### src/sv/jvr_pkg.sv
`timescale 1ns / 1ps
// ----------------------------------------------------------------------------
// jvr_pkg: shared types and constants of the joystick view rotator
// State encoding, datapath widths, configuration register indexes and the
// CORDIC arctangent table.
// ----------------------------------------------------------------------------
package jvr_pkg;

    // Sequencer states of the top level
    typedef enum logic [2:0] {
        ST_IDLE,
        ST_PREP,
        ST_DIV,
        ST_ROT_START,
        ST_CORDIC,
        ST_MUL,
        ST_OUT
    } t_state;

    // Field widths
    localparam int AXIS_W  = 8;
    localparam int SPEED_W = 14;
    localparam int DZ_W    = 7;
    localparam int VEC_W   = 16;

    // Angle magnitude in Q0.14 holds SPEED_W bits
    localparam int ANG_W   = SPEED_W;
    // CORDIC x, y and z in Q.30 with headroom
    localparam int CRD_W   = 33;
    // Rotation products and their sums
    localparam int PROD_W  = VEC_W + CRD_W;
    localparam int ACC_W   = PROD_W + 1;

    // Configuration port
    localparam int CFG_IDX_W  = 2;
    localparam int CFG_DATA_W = SPEED_W;
    localparam logic [CFG_IDX_W-1:0] CFG_ROTATION_SPEED = 2'd0;
    localparam logic [CFG_IDX_W-1:0] CFG_DEAD_ZONE      = 2'd1;

    // Reset values
    localparam logic [SPEED_W-1:0]      SPEED_RST   = 14'd820;
    localparam logic [DZ_W-1:0]         DZ_RST      = 7'd10;
    localparam logic signed [VEC_W-1:0] HEAD_X_RST  = -16'sd16384;
    localparam logic signed [VEC_W-1:0] HEAD_Y_RST  = 16'sd0;
    localparam logic signed [VEC_W-1:0] PLANE_X_RST = 16'sd0;
    localparam logic signed [VEC_W-1:0] PLANE_Y_RST = 16'sd10813;

    // Asymptotic CORDIC gain, Q.30
    localparam logic signed [CRD_W-1:0] CORDIC_GAIN = 33'sd652032874;
    // Rounding half for the Q.30 product shift
    localparam logic signed [ACC_W-1:0] HALF_Q30 = 50'sd536870912;

    // atan(2^-i) in Q.30, rounded to nearest
    function automatic logic [CRD_W-1:0] atan_q30(input logic [4:0] idx);
        logic [CRD_W-1:0] v;
        case (idx)
            5'd0:    v = 33'd843314857;
            5'd1:    v = 33'd497837829;
            5'd2:    v = 33'd263043837;
            5'd3:    v = 33'd133525159;
            5'd4:    v = 33'd67021687;
            5'd5:    v = 33'd33543516;
            5'd6:    v = 33'd16775851;
            5'd7:    v = 33'd8388437;
            5'd8:    v = 33'd4194283;
            5'd9:    v = 33'd2097149;
            5'd10:   v = 33'd1048576;
            5'd11:   v = 33'd524288;
            5'd12:   v = 33'd262144;
            5'd13:   v = 33'd131072;
            5'd14:   v = 33'd65536;
            5'd15:   v = 33'd32768;
            5'd16:   v = 33'd16384;
            5'd17:   v = 33'd8192;
            5'd18:   v = 33'd4096;
            5'd19:   v = 33'd2048;
            5'd20:   v = 33'd1024;
            5'd21:   v = 33'd512;
            5'd22:   v = 33'd256;
            5'd23:   v = 33'd128;
            default: v = '0;
        endcase
        return v;
    endfunction

endpackage

### src/sv/jvr_cordic.sv
`timescale 1ns / 1ps
// ----------------------------------------------------------------------------
// jvr_cordic: iterative rotation-mode CORDIC
// One shift-add step per cycle starting from (K, 0); gives cos and sin of the
// start angle in Q.30. o_done pulses for one cycle after the last step, and
// the results hold until the next start.
// ----------------------------------------------------------------------------
module jvr_cordic #(
    parameter int STEPS = 16
) (
    input  logic                             i_clk,
    input  logic                             i_rst_n,
    input  logic                             i_start,
    input  logic signed [jvr_pkg::CRD_W-1:0] i_angle,
    output logic                             o_done,
    output logic signed [jvr_pkg::CRD_W-1:0] o_cos,
    output logic signed [jvr_pkg::CRD_W-1:0] o_sin
);

    localparam int STEP_W = $clog2(STEPS);

    logic                             r_busy;
    logic                             r_done;
    logic [STEP_W-1:0]                r_step;
    logic signed [jvr_pkg::CRD_W-1:0] r_x;
    logic signed [jvr_pkg::CRD_W-1:0] r_y;
    logic signed [jvr_pkg::CRD_W-1:0] r_z;

    logic signed [jvr_pkg::CRD_W-1:0] w_dx;
    logic signed [jvr_pkg::CRD_W-1:0] w_dy;
    logic signed [jvr_pkg::CRD_W-1:0] w_atan;
    logic                             w_last;

    // shared shifter and table lookup for the current step
    assign w_dx   = r_y >>> r_step;
    assign w_dy   = r_x >>> r_step;
    assign w_atan = $signed(jvr_pkg::atan_q30(5'(r_step)));
    assign w_last = (r_step == STEP_W'(STEPS - 1));

    // control
    always_ff @(posedge i_clk) begin
        if (!i_rst_n) begin
            r_busy <= 1'b0;
            r_done <= 1'b0;
            r_step <= '0;
        end else begin
            r_done <= 1'b0;
            if (i_start) begin
                r_busy <= 1'b1;
                r_step <= '0;
            end else if (r_busy) begin
                r_step <= r_step + 1'b1;
                if (w_last) begin
                    r_busy <= 1'b0;
                    r_done <= 1'b1;
                end
            end
        end
    end

    // micro-rotation; z >= 0 turns positive
    always_ff @(posedge i_clk) begin
        if (i_start) begin
            r_x <= jvr_pkg::CORDIC_GAIN;
            r_y <= '0;
            r_z <= i_angle;
        end else if (r_busy) begin
            if (!r_z[jvr_pkg::CRD_W-1]) begin
                r_x <= r_x - w_dx;
                r_y <= r_y + w_dy;
                r_z <= r_z - w_atan;
            end else begin
                r_x <= r_x + w_dx;
                r_y <= r_y - w_dy;
                r_z <= r_z + w_atan;
            end
        end
    end

    assign o_done = r_done;
    assign o_cos  = r_x;
    assign o_sin  = r_y;

endmodule

### src/sv/joystick_view_rotator.sv
`timescale 1ns / 1ps
// A sample inside the dead zone runs prep and then the output load; a
// rotation runs prep, scale, CORDIC start, the CORDIC steps and done, the
// multiplier products and the output load.
// A new sample is taken only after the last one is loaded into the output
// word, so a stalled output word holds the input off.
// Reset (i_rst_n low, synchronous) restores vectors and registers to defaults.
// ----------------------------------------------------------------------------
// joystick_view_rotator: rotates view direction and camera plane by a stick
// A reciprocal multiply scales the angle, a CORDIC gives cos and sin, and
// one multiplier applies the rotation to both vectors, all in fixed point.
// ----------------------------------------------------------------------------
module joystick_view_rotator #(
    parameter int CORDIC_STEPS = 16,
    parameter int FULL_SCALE   = 100
) (
    input  logic                               i_clk,
    input  logic                               i_rst_n,
    // input stream; tdata: [7:0] axis_percent
    input  logic                               i_s_axis_tvalid,
    output logic                               o_s_axis_tready,
    input  logic [7:0]                         i_s_axis_tdata,
    // output stream; tdata: [15:0] view_dir_x, [31:16] view_dir_y,
    // [47:32] view_plane_x, [63:48] view_plane_y
    output logic                               o_m_axis_tvalid,
    input  logic                               i_m_axis_tready,
    output logic [63:0]                        o_m_axis_tdata,
    // tuser: [0] did_rotate
    output logic                               o_m_axis_tuser,
    // configuration write channel
    input  logic                               i_cfg_valid,
    output logic                               o_cfg_ready,
    input  logic [jvr_pkg::CFG_IDX_W-1:0]      i_cfg_index,
    input  logic [jvr_pkg::CFG_DATA_W-1:0]     i_cfg_data
);

    localparam int DVD_W   = jvr_pkg::SPEED_W + jvr_pkg::AXIS_W;
    localparam int MCNT_W  = 4;
    localparam int MUL_OPS = 8;

    // floor(x / FULL_SCALE) as (x * ceil(2^(DVD_W+l) / FULL_SCALE)) >> (DVD_W+l),
    // l = clog2(FULL_SCALE); exact for every DVD_W-bit x
    localparam int     FS_L    = $clog2(FULL_SCALE);
    localparam int     RCP_SH  = DVD_W + FS_L;
    localparam int     RCP_W   = DVD_W + 2;
    localparam int     QPROD_W = DVD_W + RCP_W;
    localparam longint RCP_VAL = ((64'sd1 << RCP_SH) + longint'(FULL_SCALE) - 64'sd1)
                                 / longint'(FULL_SCALE);
    localparam logic [RCP_W-1:0] RCP = RCP_W'(RCP_VAL);

    // round Q.30 sum to Q2.14 and saturate
    function automatic logic signed [jvr_pkg::VEC_W-1:0] sat_round(
        input logic signed [jvr_pkg::ACC_W-1:0] v
    );
        logic signed [jvr_pkg::ACC_W-1:0] s;
        logic signed [jvr_pkg::VEC_W-1:0] r;
        s = (v + jvr_pkg::HALF_Q30) >>> 30;
        if (s > 50'sd32767) begin
            r = 16'sh7fff;
        end else if (s < -50'sd32768) begin
            r = 16'sh8000;
        end else begin
            r = jvr_pkg::VEC_W'(s);
        end
        return r;
    endfunction

    jvr_pkg::t_state r_state;
    jvr_pkg::t_state n_state;

    // configuration
    logic [jvr_pkg::SPEED_W-1:0] r_speed;
    logic [jvr_pkg::DZ_W-1:0]    r_dead_zone;

    // vector state: 0 dir x, 1 dir y, 2 plane x, 3 plane y
    logic signed [jvr_pkg::VEC_W-1:0] r_vec [4];
    logic signed [jvr_pkg::VEC_W-1:0] r_new [4];

    // sample and angle scaling
    logic signed [jvr_pkg::AXIS_W-1:0] r_axis;
    logic                              r_rotate;
    logic [DVD_W-1:0]                  r_scaled;
    logic [jvr_pkg::ANG_W-1:0]         r_quot;

    // multiplier
    logic [MCNT_W-1:0]                 r_mul_cnt;
    logic signed [jvr_pkg::PROD_W-1:0] r_prod;
    logic signed [jvr_pkg::ACC_W-1:0]  r_acc;

    // output word
    logic                             r_m_tvalid;
    logic signed [jvr_pkg::VEC_W-1:0] r_out [4];
    logic                             r_out_rot;

    // control from the sequencer
    logic w_accept_in;
    logic w_cordic_start;
    logic w_load_out;
    logic w_mul_last;
    logic w_cordic_done;

    // datapath helpers
    logic [jvr_pkg::AXIS_W-1:0]        w_mag;
    logic [jvr_pkg::AXIS_W-1:0]        w_m;
    logic [DVD_W-1:0]                  w_scaled;
    logic [QPROD_W-1:0]                w_qprod;
    logic signed [jvr_pkg::CRD_W-1:0]  w_angle;
    logic signed [jvr_pkg::CRD_W-1:0]  w_cos;
    logic signed [jvr_pkg::CRD_W-1:0]  w_sin;
    logic [2:0]                        w_op;
    logic [2:0]                        w_op_prev;
    logic signed [jvr_pkg::VEC_W-1:0]  w_mul_a;
    logic signed [jvr_pkg::CRD_W-1:0]  w_mul_b;
    logic signed [jvr_pkg::ACC_W-1:0]  w_sum;

    // ------------------------------------------------------------------
    // magnitude, clamp and scaled dividend
    assign w_mag    = r_axis[jvr_pkg::AXIS_W-1] ? (~r_axis + 1'b1) : r_axis;
    assign w_m      = (32'(w_mag) > FULL_SCALE) ? jvr_pkg::AXIS_W'(FULL_SCALE) : w_mag;
    assign w_scaled = DVD_W'(r_speed) * DVD_W'(w_m);

    // divide by FULL_SCALE through the reciprocal
    assign w_qprod = QPROD_W'(r_scaled) * QPROD_W'(RCP);

    // angle in Q.30, clockwise for a positive axis
    always_comb begin
        w_angle = $signed({3'b000, r_quot, 16'h0000});
        if (!r_axis[jvr_pkg::AXIS_W-1]) begin
            w_angle = -w_angle;
        end
    end

    jvr_cordic #(
        .STEPS (CORDIC_STEPS)
    ) u_cordic (
        .i_clk   (i_clk),
        .i_rst_n (i_rst_n),
        .i_start (w_cordic_start),
        .i_angle (w_angle),
        .o_done  (w_cordic_done),
        .o_cos   (w_cos),
        .o_sin   (w_sin)
    );

    // multiplier operand select: per component one cos and one sin product
    assign w_op       = r_mul_cnt[2:0];
    assign w_op_prev  = 3'(r_mul_cnt - 1'b1);
    assign w_mul_last = (r_mul_cnt == MCNT_W'(MUL_OPS));
    assign w_mul_a    = r_vec[{w_op[2], w_op[0]}];
    assign w_mul_b    = (w_op[0] == w_op[1]) ? w_cos : w_sin;

    // x' = a*c - b*s, y' = a*s + b*c
    always_comb begin
        if (w_op_prev[1]) begin
            w_sum = r_acc + jvr_pkg::ACC_W'(r_prod);
        end else begin
            w_sum = r_acc - jvr_pkg::ACC_W'(r_prod);
        end
    end

    // ------------------------------------------------------------------
    // sequencer state register
    always_ff @(posedge i_clk) begin
        if (!i_rst_n) begin
            r_state <= jvr_pkg::ST_IDLE;
        end else begin
            r_state <= n_state;
        end
    end

    // next state and controls
    always_comb begin
        n_state        = r_state;
        w_accept_in    = 1'b0;
        w_cordic_start = 1'b0;
        w_load_out     = 1'b0;
        case (r_state)
            jvr_pkg::ST_IDLE: begin
                if (i_s_axis_tvalid) begin
                    w_accept_in = 1'b1;
                    n_state     = jvr_pkg::ST_PREP;
                end
            end
            jvr_pkg::ST_PREP: begin
                if (w_mag > jvr_pkg::AXIS_W'(r_dead_zone)) begin
                    n_state = jvr_pkg::ST_DIV;
                end else begin
                    n_state = jvr_pkg::ST_OUT;
                end
            end
            jvr_pkg::ST_DIV: begin
                n_state = jvr_pkg::ST_ROT_START;
            end
            jvr_pkg::ST_ROT_START: begin
                w_cordic_start = 1'b1;
                n_state        = jvr_pkg::ST_CORDIC;
            end
            jvr_pkg::ST_CORDIC: begin
                if (w_cordic_done) begin
                    n_state = jvr_pkg::ST_MUL;
                end
            end
            jvr_pkg::ST_MUL: begin
                if (w_mul_last) begin
                    n_state = jvr_pkg::ST_OUT;
                end
            end
            jvr_pkg::ST_OUT: begin
                if (!r_m_tvalid || i_m_axis_tready) begin
                    w_load_out = 1'b1;
                    n_state    = jvr_pkg::ST_IDLE;
                end
            end
            default: begin
                n_state = jvr_pkg::ST_IDLE;
            end
        endcase
    end

    // ------------------------------------------------------------------
    // configuration registers
    always_ff @(posedge i_clk) begin
        if (!i_rst_n) begin
            r_speed     <= jvr_pkg::SPEED_RST;
            r_dead_zone <= jvr_pkg::DZ_RST;
        end else if (i_cfg_valid) begin
            case (i_cfg_index)
                jvr_pkg::CFG_ROTATION_SPEED: r_speed     <= i_cfg_data;
                jvr_pkg::CFG_DEAD_ZONE:      r_dead_zone <= i_cfg_data[jvr_pkg::DZ_W-1:0];
                default: ;
            endcase
        end
    end

    // vector state, committed with the output word
    always_ff @(posedge i_clk) begin
        if (!i_rst_n) begin
            r_vec[0] <= jvr_pkg::HEAD_X_RST;
            r_vec[1] <= jvr_pkg::HEAD_Y_RST;
            r_vec[2] <= jvr_pkg::PLANE_X_RST;
            r_vec[3] <= jvr_pkg::PLANE_Y_RST;
        end else if (w_load_out) begin
            r_vec <= r_new;
        end
    end

    // sample capture, angle scaling and multiply-accumulate
    always_ff @(posedge i_clk) begin
        if (w_accept_in) begin
            r_axis <= $signed(i_s_axis_tdata);
        end
        case (r_state)
            jvr_pkg::ST_PREP: begin
                r_rotate  <= (w_mag > jvr_pkg::AXIS_W'(r_dead_zone));
                r_scaled  <= w_scaled;
                r_mul_cnt <= '0;
                r_new     <= r_vec;
            end
            jvr_pkg::ST_DIV: begin
                r_quot    <= jvr_pkg::ANG_W'(w_qprod >> RCP_SH);
            end
            jvr_pkg::ST_MUL: begin
                r_prod    <= w_mul_a * w_mul_b;
                r_mul_cnt <= r_mul_cnt + 1'b1;
                if (r_mul_cnt != '0) begin
                    if (!w_op_prev[0]) begin
                        r_acc <= jvr_pkg::ACC_W'(r_prod);
                    end else begin
                        r_new[w_op_prev[2:1]] <= sat_round(w_sum);
                    end
                end
            end
            default: ;
        endcase
    end

    // output register
    always_ff @(posedge i_clk) begin
        if (!i_rst_n) begin
            r_m_tvalid <= 1'b0;
        end else if (w_load_out) begin
            r_m_tvalid <= 1'b1;
        end else if (i_m_axis_tready) begin
            r_m_tvalid <= 1'b0;
        end
    end

    always_ff @(posedge i_clk) begin
        if (w_load_out) begin
            r_out     <= r_new;
            r_out_rot <= r_rotate;
        end
    end

    assign o_s_axis_tready = (r_state == jvr_pkg::ST_IDLE);
    assign o_m_axis_tvalid = r_m_tvalid;
    assign o_m_axis_tdata  = {r_out[3], r_out[2], r_out[1], r_out[0]};
    assign o_m_axis_tuser  = r_out_rot;
    assign o_cfg_ready     = 1'b1;

endmodule

### config.mk
export PLATFORM = sky130hd
export DESIGN_NAME = joystick_view_rotator
export DESIGN_NICKNAME = d
export VERILOG_FILES = /design/src/sv/jvr_pkg.sv /design/src/sv/jvr_cordic.sv /design/src/sv/joystick_view_rotator.sv
export SDC_FILE = /design/constraint.sdc
export NUM_CORES = 2
export LEC_CHECK = 0
export BUFFER_PORTS_ARGS = -buffer_cell sky130_fd_sc_hd__buf_4
export CAP_MARGIN = 5
export CORE_MARGIN = 10
export CORE_UTILIZATION = 39
export CTS_BUF_LIST = sky130_fd_sc_hd__clkbuf_16
export CTS_CLUSTER_DIAMETER = 150
export DETAILED_ROUTE_END_ITERATION = 8
export GPL_ROUTABILITY_DRIVEN = 0
export GPL_TIMING_DRIVEN = 1
export SKIP_CTS_REPAIR_TIMING = 1
export SYNTH_ARGS = -nofsm -noshare
export SYNTH_HDL_FRONTEND = slang
export SYNTH_HIERARCHICAL = 1
export SYNTH_SLANG_ARGS = --single-unit
### constraint.sdc
create_clock -name i_clk -period 8.8 [get_ports i_clk]
set_clock_uncertainty 0.15 [all_clocks]
set_input_delay 1.32 -clock i_clk [delete_from_list [all_inputs] [get_ports i_clk]]
set_output_delay 1.32 -clock i_clk [all_outputs]
set_load 0.02 [all_outputs]
==> metrics.txt <==
slowest stage delay, CP 0.70 ns; critical path arrival 8.67 ns; Fmax achieved 0.1192 GHz; crit path max fanout 8; vias in the first global route 48340; finished layout cell area 67760 um^2; total wire length 171500 um; Min-Delay Endpoint o_m_axis_tuser; chip height 419.0 um; post-DP HPWL 138800 um; Tightest Pin Transition 1.365 ns; hold-critical path depth 0; DIE AREA 175600 um^2; Setup CP Type flop to flop; Worst Hold Launch r_rotate; setup slack after layout 0.4142 ns; Nets 8089; number of buffers created by CTS 61; EDFF count, synth 309; initial antenna violation count 0; max_cap viols 0; Most common cell on crit path fa_1; DRC viols 0; first-pass GRT wire length 273700 um; top cells by area, synth fa_1 24%, edfxtp_1 15%, ha_1 11%; Yosys cell types 102; placed cell areas 65510 um^2; FF-to-FF Start r_scaled[10]; initial core utilization 0.3921; Pre-antenna DRT Iters 6; crit path cell chain ha_1, fa_1, inv_1, fa_1, fa_1, inv_1, fa_1, fa_1, fa_1, ha_1, o21a_1, o21a_1, o21a_1, o21ai_0, o21ai_0, a31oi_1, a31oi_1, o41a_1, o21a_1, o21a_1, o41ai_1, o21bai_1, xnor2_1, buf_4; R2R Setup Slk 0.41 ns; DR vias/cell 5.381; initial drt markers 3642; fraction of layout cells with a size suffix above 1 0.07580; commonest non-fill, non-tap cell in the layout nand2_1; global route overflow 0; TritonCTS clock tree yes; status finished clean; max_slew headroom 0.08313; I/O pin count 97; Synth Register Bits 498; # diodes 0; sequential-to-total area share from yosys stat 0.2104; H-tree Lvls 2; Total Neg Setup Slack 0 ns; Clock transition at path regs 0.06 ns; Ys Warns 6; clock root buffer clkbuf_16; largest net degree at the start of global routing 128; placed cell count 8758; highest-count cells in the layout ignoring fill and taps 959 x nand2_1, 926 x inv_1, 752 x fa_1; CP Capture Type flop; via count 47780; die width 419.0 um; pre-CTS setup slack 0.08154 ns; RSZ-0062 raised after global routing no; Hold Crit Class flop to flop; Worst R2R Path Depth 24; Top FF cell, synth edfxtp_1; Avg WL per Cell 19.32 um; Port Buffers 95; post-layout instance count excluding filler cells 8879; final-report hold violation count 0; final count of negative-setup-slack endpoints 0; antenna viol nets, final 0; CTS sink count 498; Post-Syn Instances 6689; max-slew violation count 0; Critical Path Source Type flop; P&R area growth vs syn 9.124%; crit share post-route 0.9529; Longest Clk Path Bufs 3; Mapped Area 62100 um^2; standard-cell rows 146; GRT Overall Usage 0.1937; area share of the largest cell type after synthesis 0.2424; worst path required time 9.08 ns; r2r endpoint r_quot[13]; Syn Area/Cell 9.283 um^2; core area 158400 um^2; Skew-Pair Late Insertion Delay 0.69 ns; CP max-delay cell edfxtp_1; Final min period 8.386 ns; post-synth top area cell fa_1; FFs w/ async S/R, synth 0
==> registers in the layout, summed over array words and instances (netlist names), 3 cells and up <==
signal           cells
o_m_axis_tdata      64
r_new               64
r_vec               64
r_acc               49
r_prod              49
u_cordic/o_cos      33
u_cordic/o_sin      33
u_cordic/r_z        33
u_cordic/w_atan     28
r_scaled            22
r_quot              14
r_speed             14
r_axis               8
r_dead_zone          7
r_mul_cnt            4
u_cordic/r_step      4
r_state              3
==> critical path: cells and delay by family, from the launching register on <==
| family | cells | cell delay (ns) |
|---|---|---|
| XOR/XNOR | 1 | 0.15 |
| adder cells (fa/ha/maj) | 8 | 3.84 |
| flip-flops | 1 | 0.70 |
| AO/OA/AOI/OAI | 12 | 3.02 |
| buffers and inverters | 3 | 0.28 |
==> worst max path at each step <==
stage,from,to,slack [ns],depth (start not counted)
CTS,r_mul_cnt[0],r_prod[44],0.07,26
global placement,r_mul_cnt[0],r_prod[44],0.17,26
floorplan,r_mul_cnt[0],r_prod[44],0.03,27
detailed placement,r_mul_cnt[0],r_prod[44],0.08,26
finish,r_scaled[10],r_quot[13],0.41,24
global route,r_axis[0],r_scaled[21],0.03,32
==> Yosys cell counts, drive strengths merged, types with 92 or more instances <==
master / instances
nor2: 454
a21o: 92
inv: 919
xor2: 125
a21oi: 346
edfxtp: 309
dfxtp: 189
clkbuf: 184
ha: 554
fa: 752
o21ai: 298
nand2: 960
xnor2: 227
mux2i: 119
==> per-layer routing <==
metal  vias up  global-route usage  share of wire
met5         -                   0              0
met4         0             0.07466          0.044
li1      22400                   -              -
met3       308             0.02587          0.059
met2      1503              0.3231           0.47
met1     23580              0.2546           0.42
==> kinds of logic after synthesis <==
family / after synthesis / synth area share
compound gates: 1153 / 0.1163
xor+xnor: 352 / 0.04965
fa+ha+maj: 1306 / 0.3541
buf+inv: 1170 / 0.07268
flops: 498 / 0.2104
mux: 254 / 0.05793
other cells: 2 / 0.0001209
simple gates: 1954 / 0.1389
==> stage by stage <==
step                      utilization  hold WS (ns)
after floorplan                     -        0.2503
after global placement         0.4136        0.2545
after detailed placement       0.4136        0.2837
after CTS                      0.4272        0.2912
after global routing           0.4278        0.2946
final                          0.4278        0.2868
==> cell type report <==
cell class | instances | area (um^2)
fillers | 15300 | 90620
multi-input cells | 5050 | 44730
flip-flops and latches | 498 | 13080
inverters | 921 | 3460
well taps | 2072 | 2592
repair buffers | 222 | 1747
clock buffers | 65 | 1627
clock inverters | 51 | 526.8
Power is not shown: default switching activity piles up to over one toggle a cycle in this logic, so the estimate is an artifact.
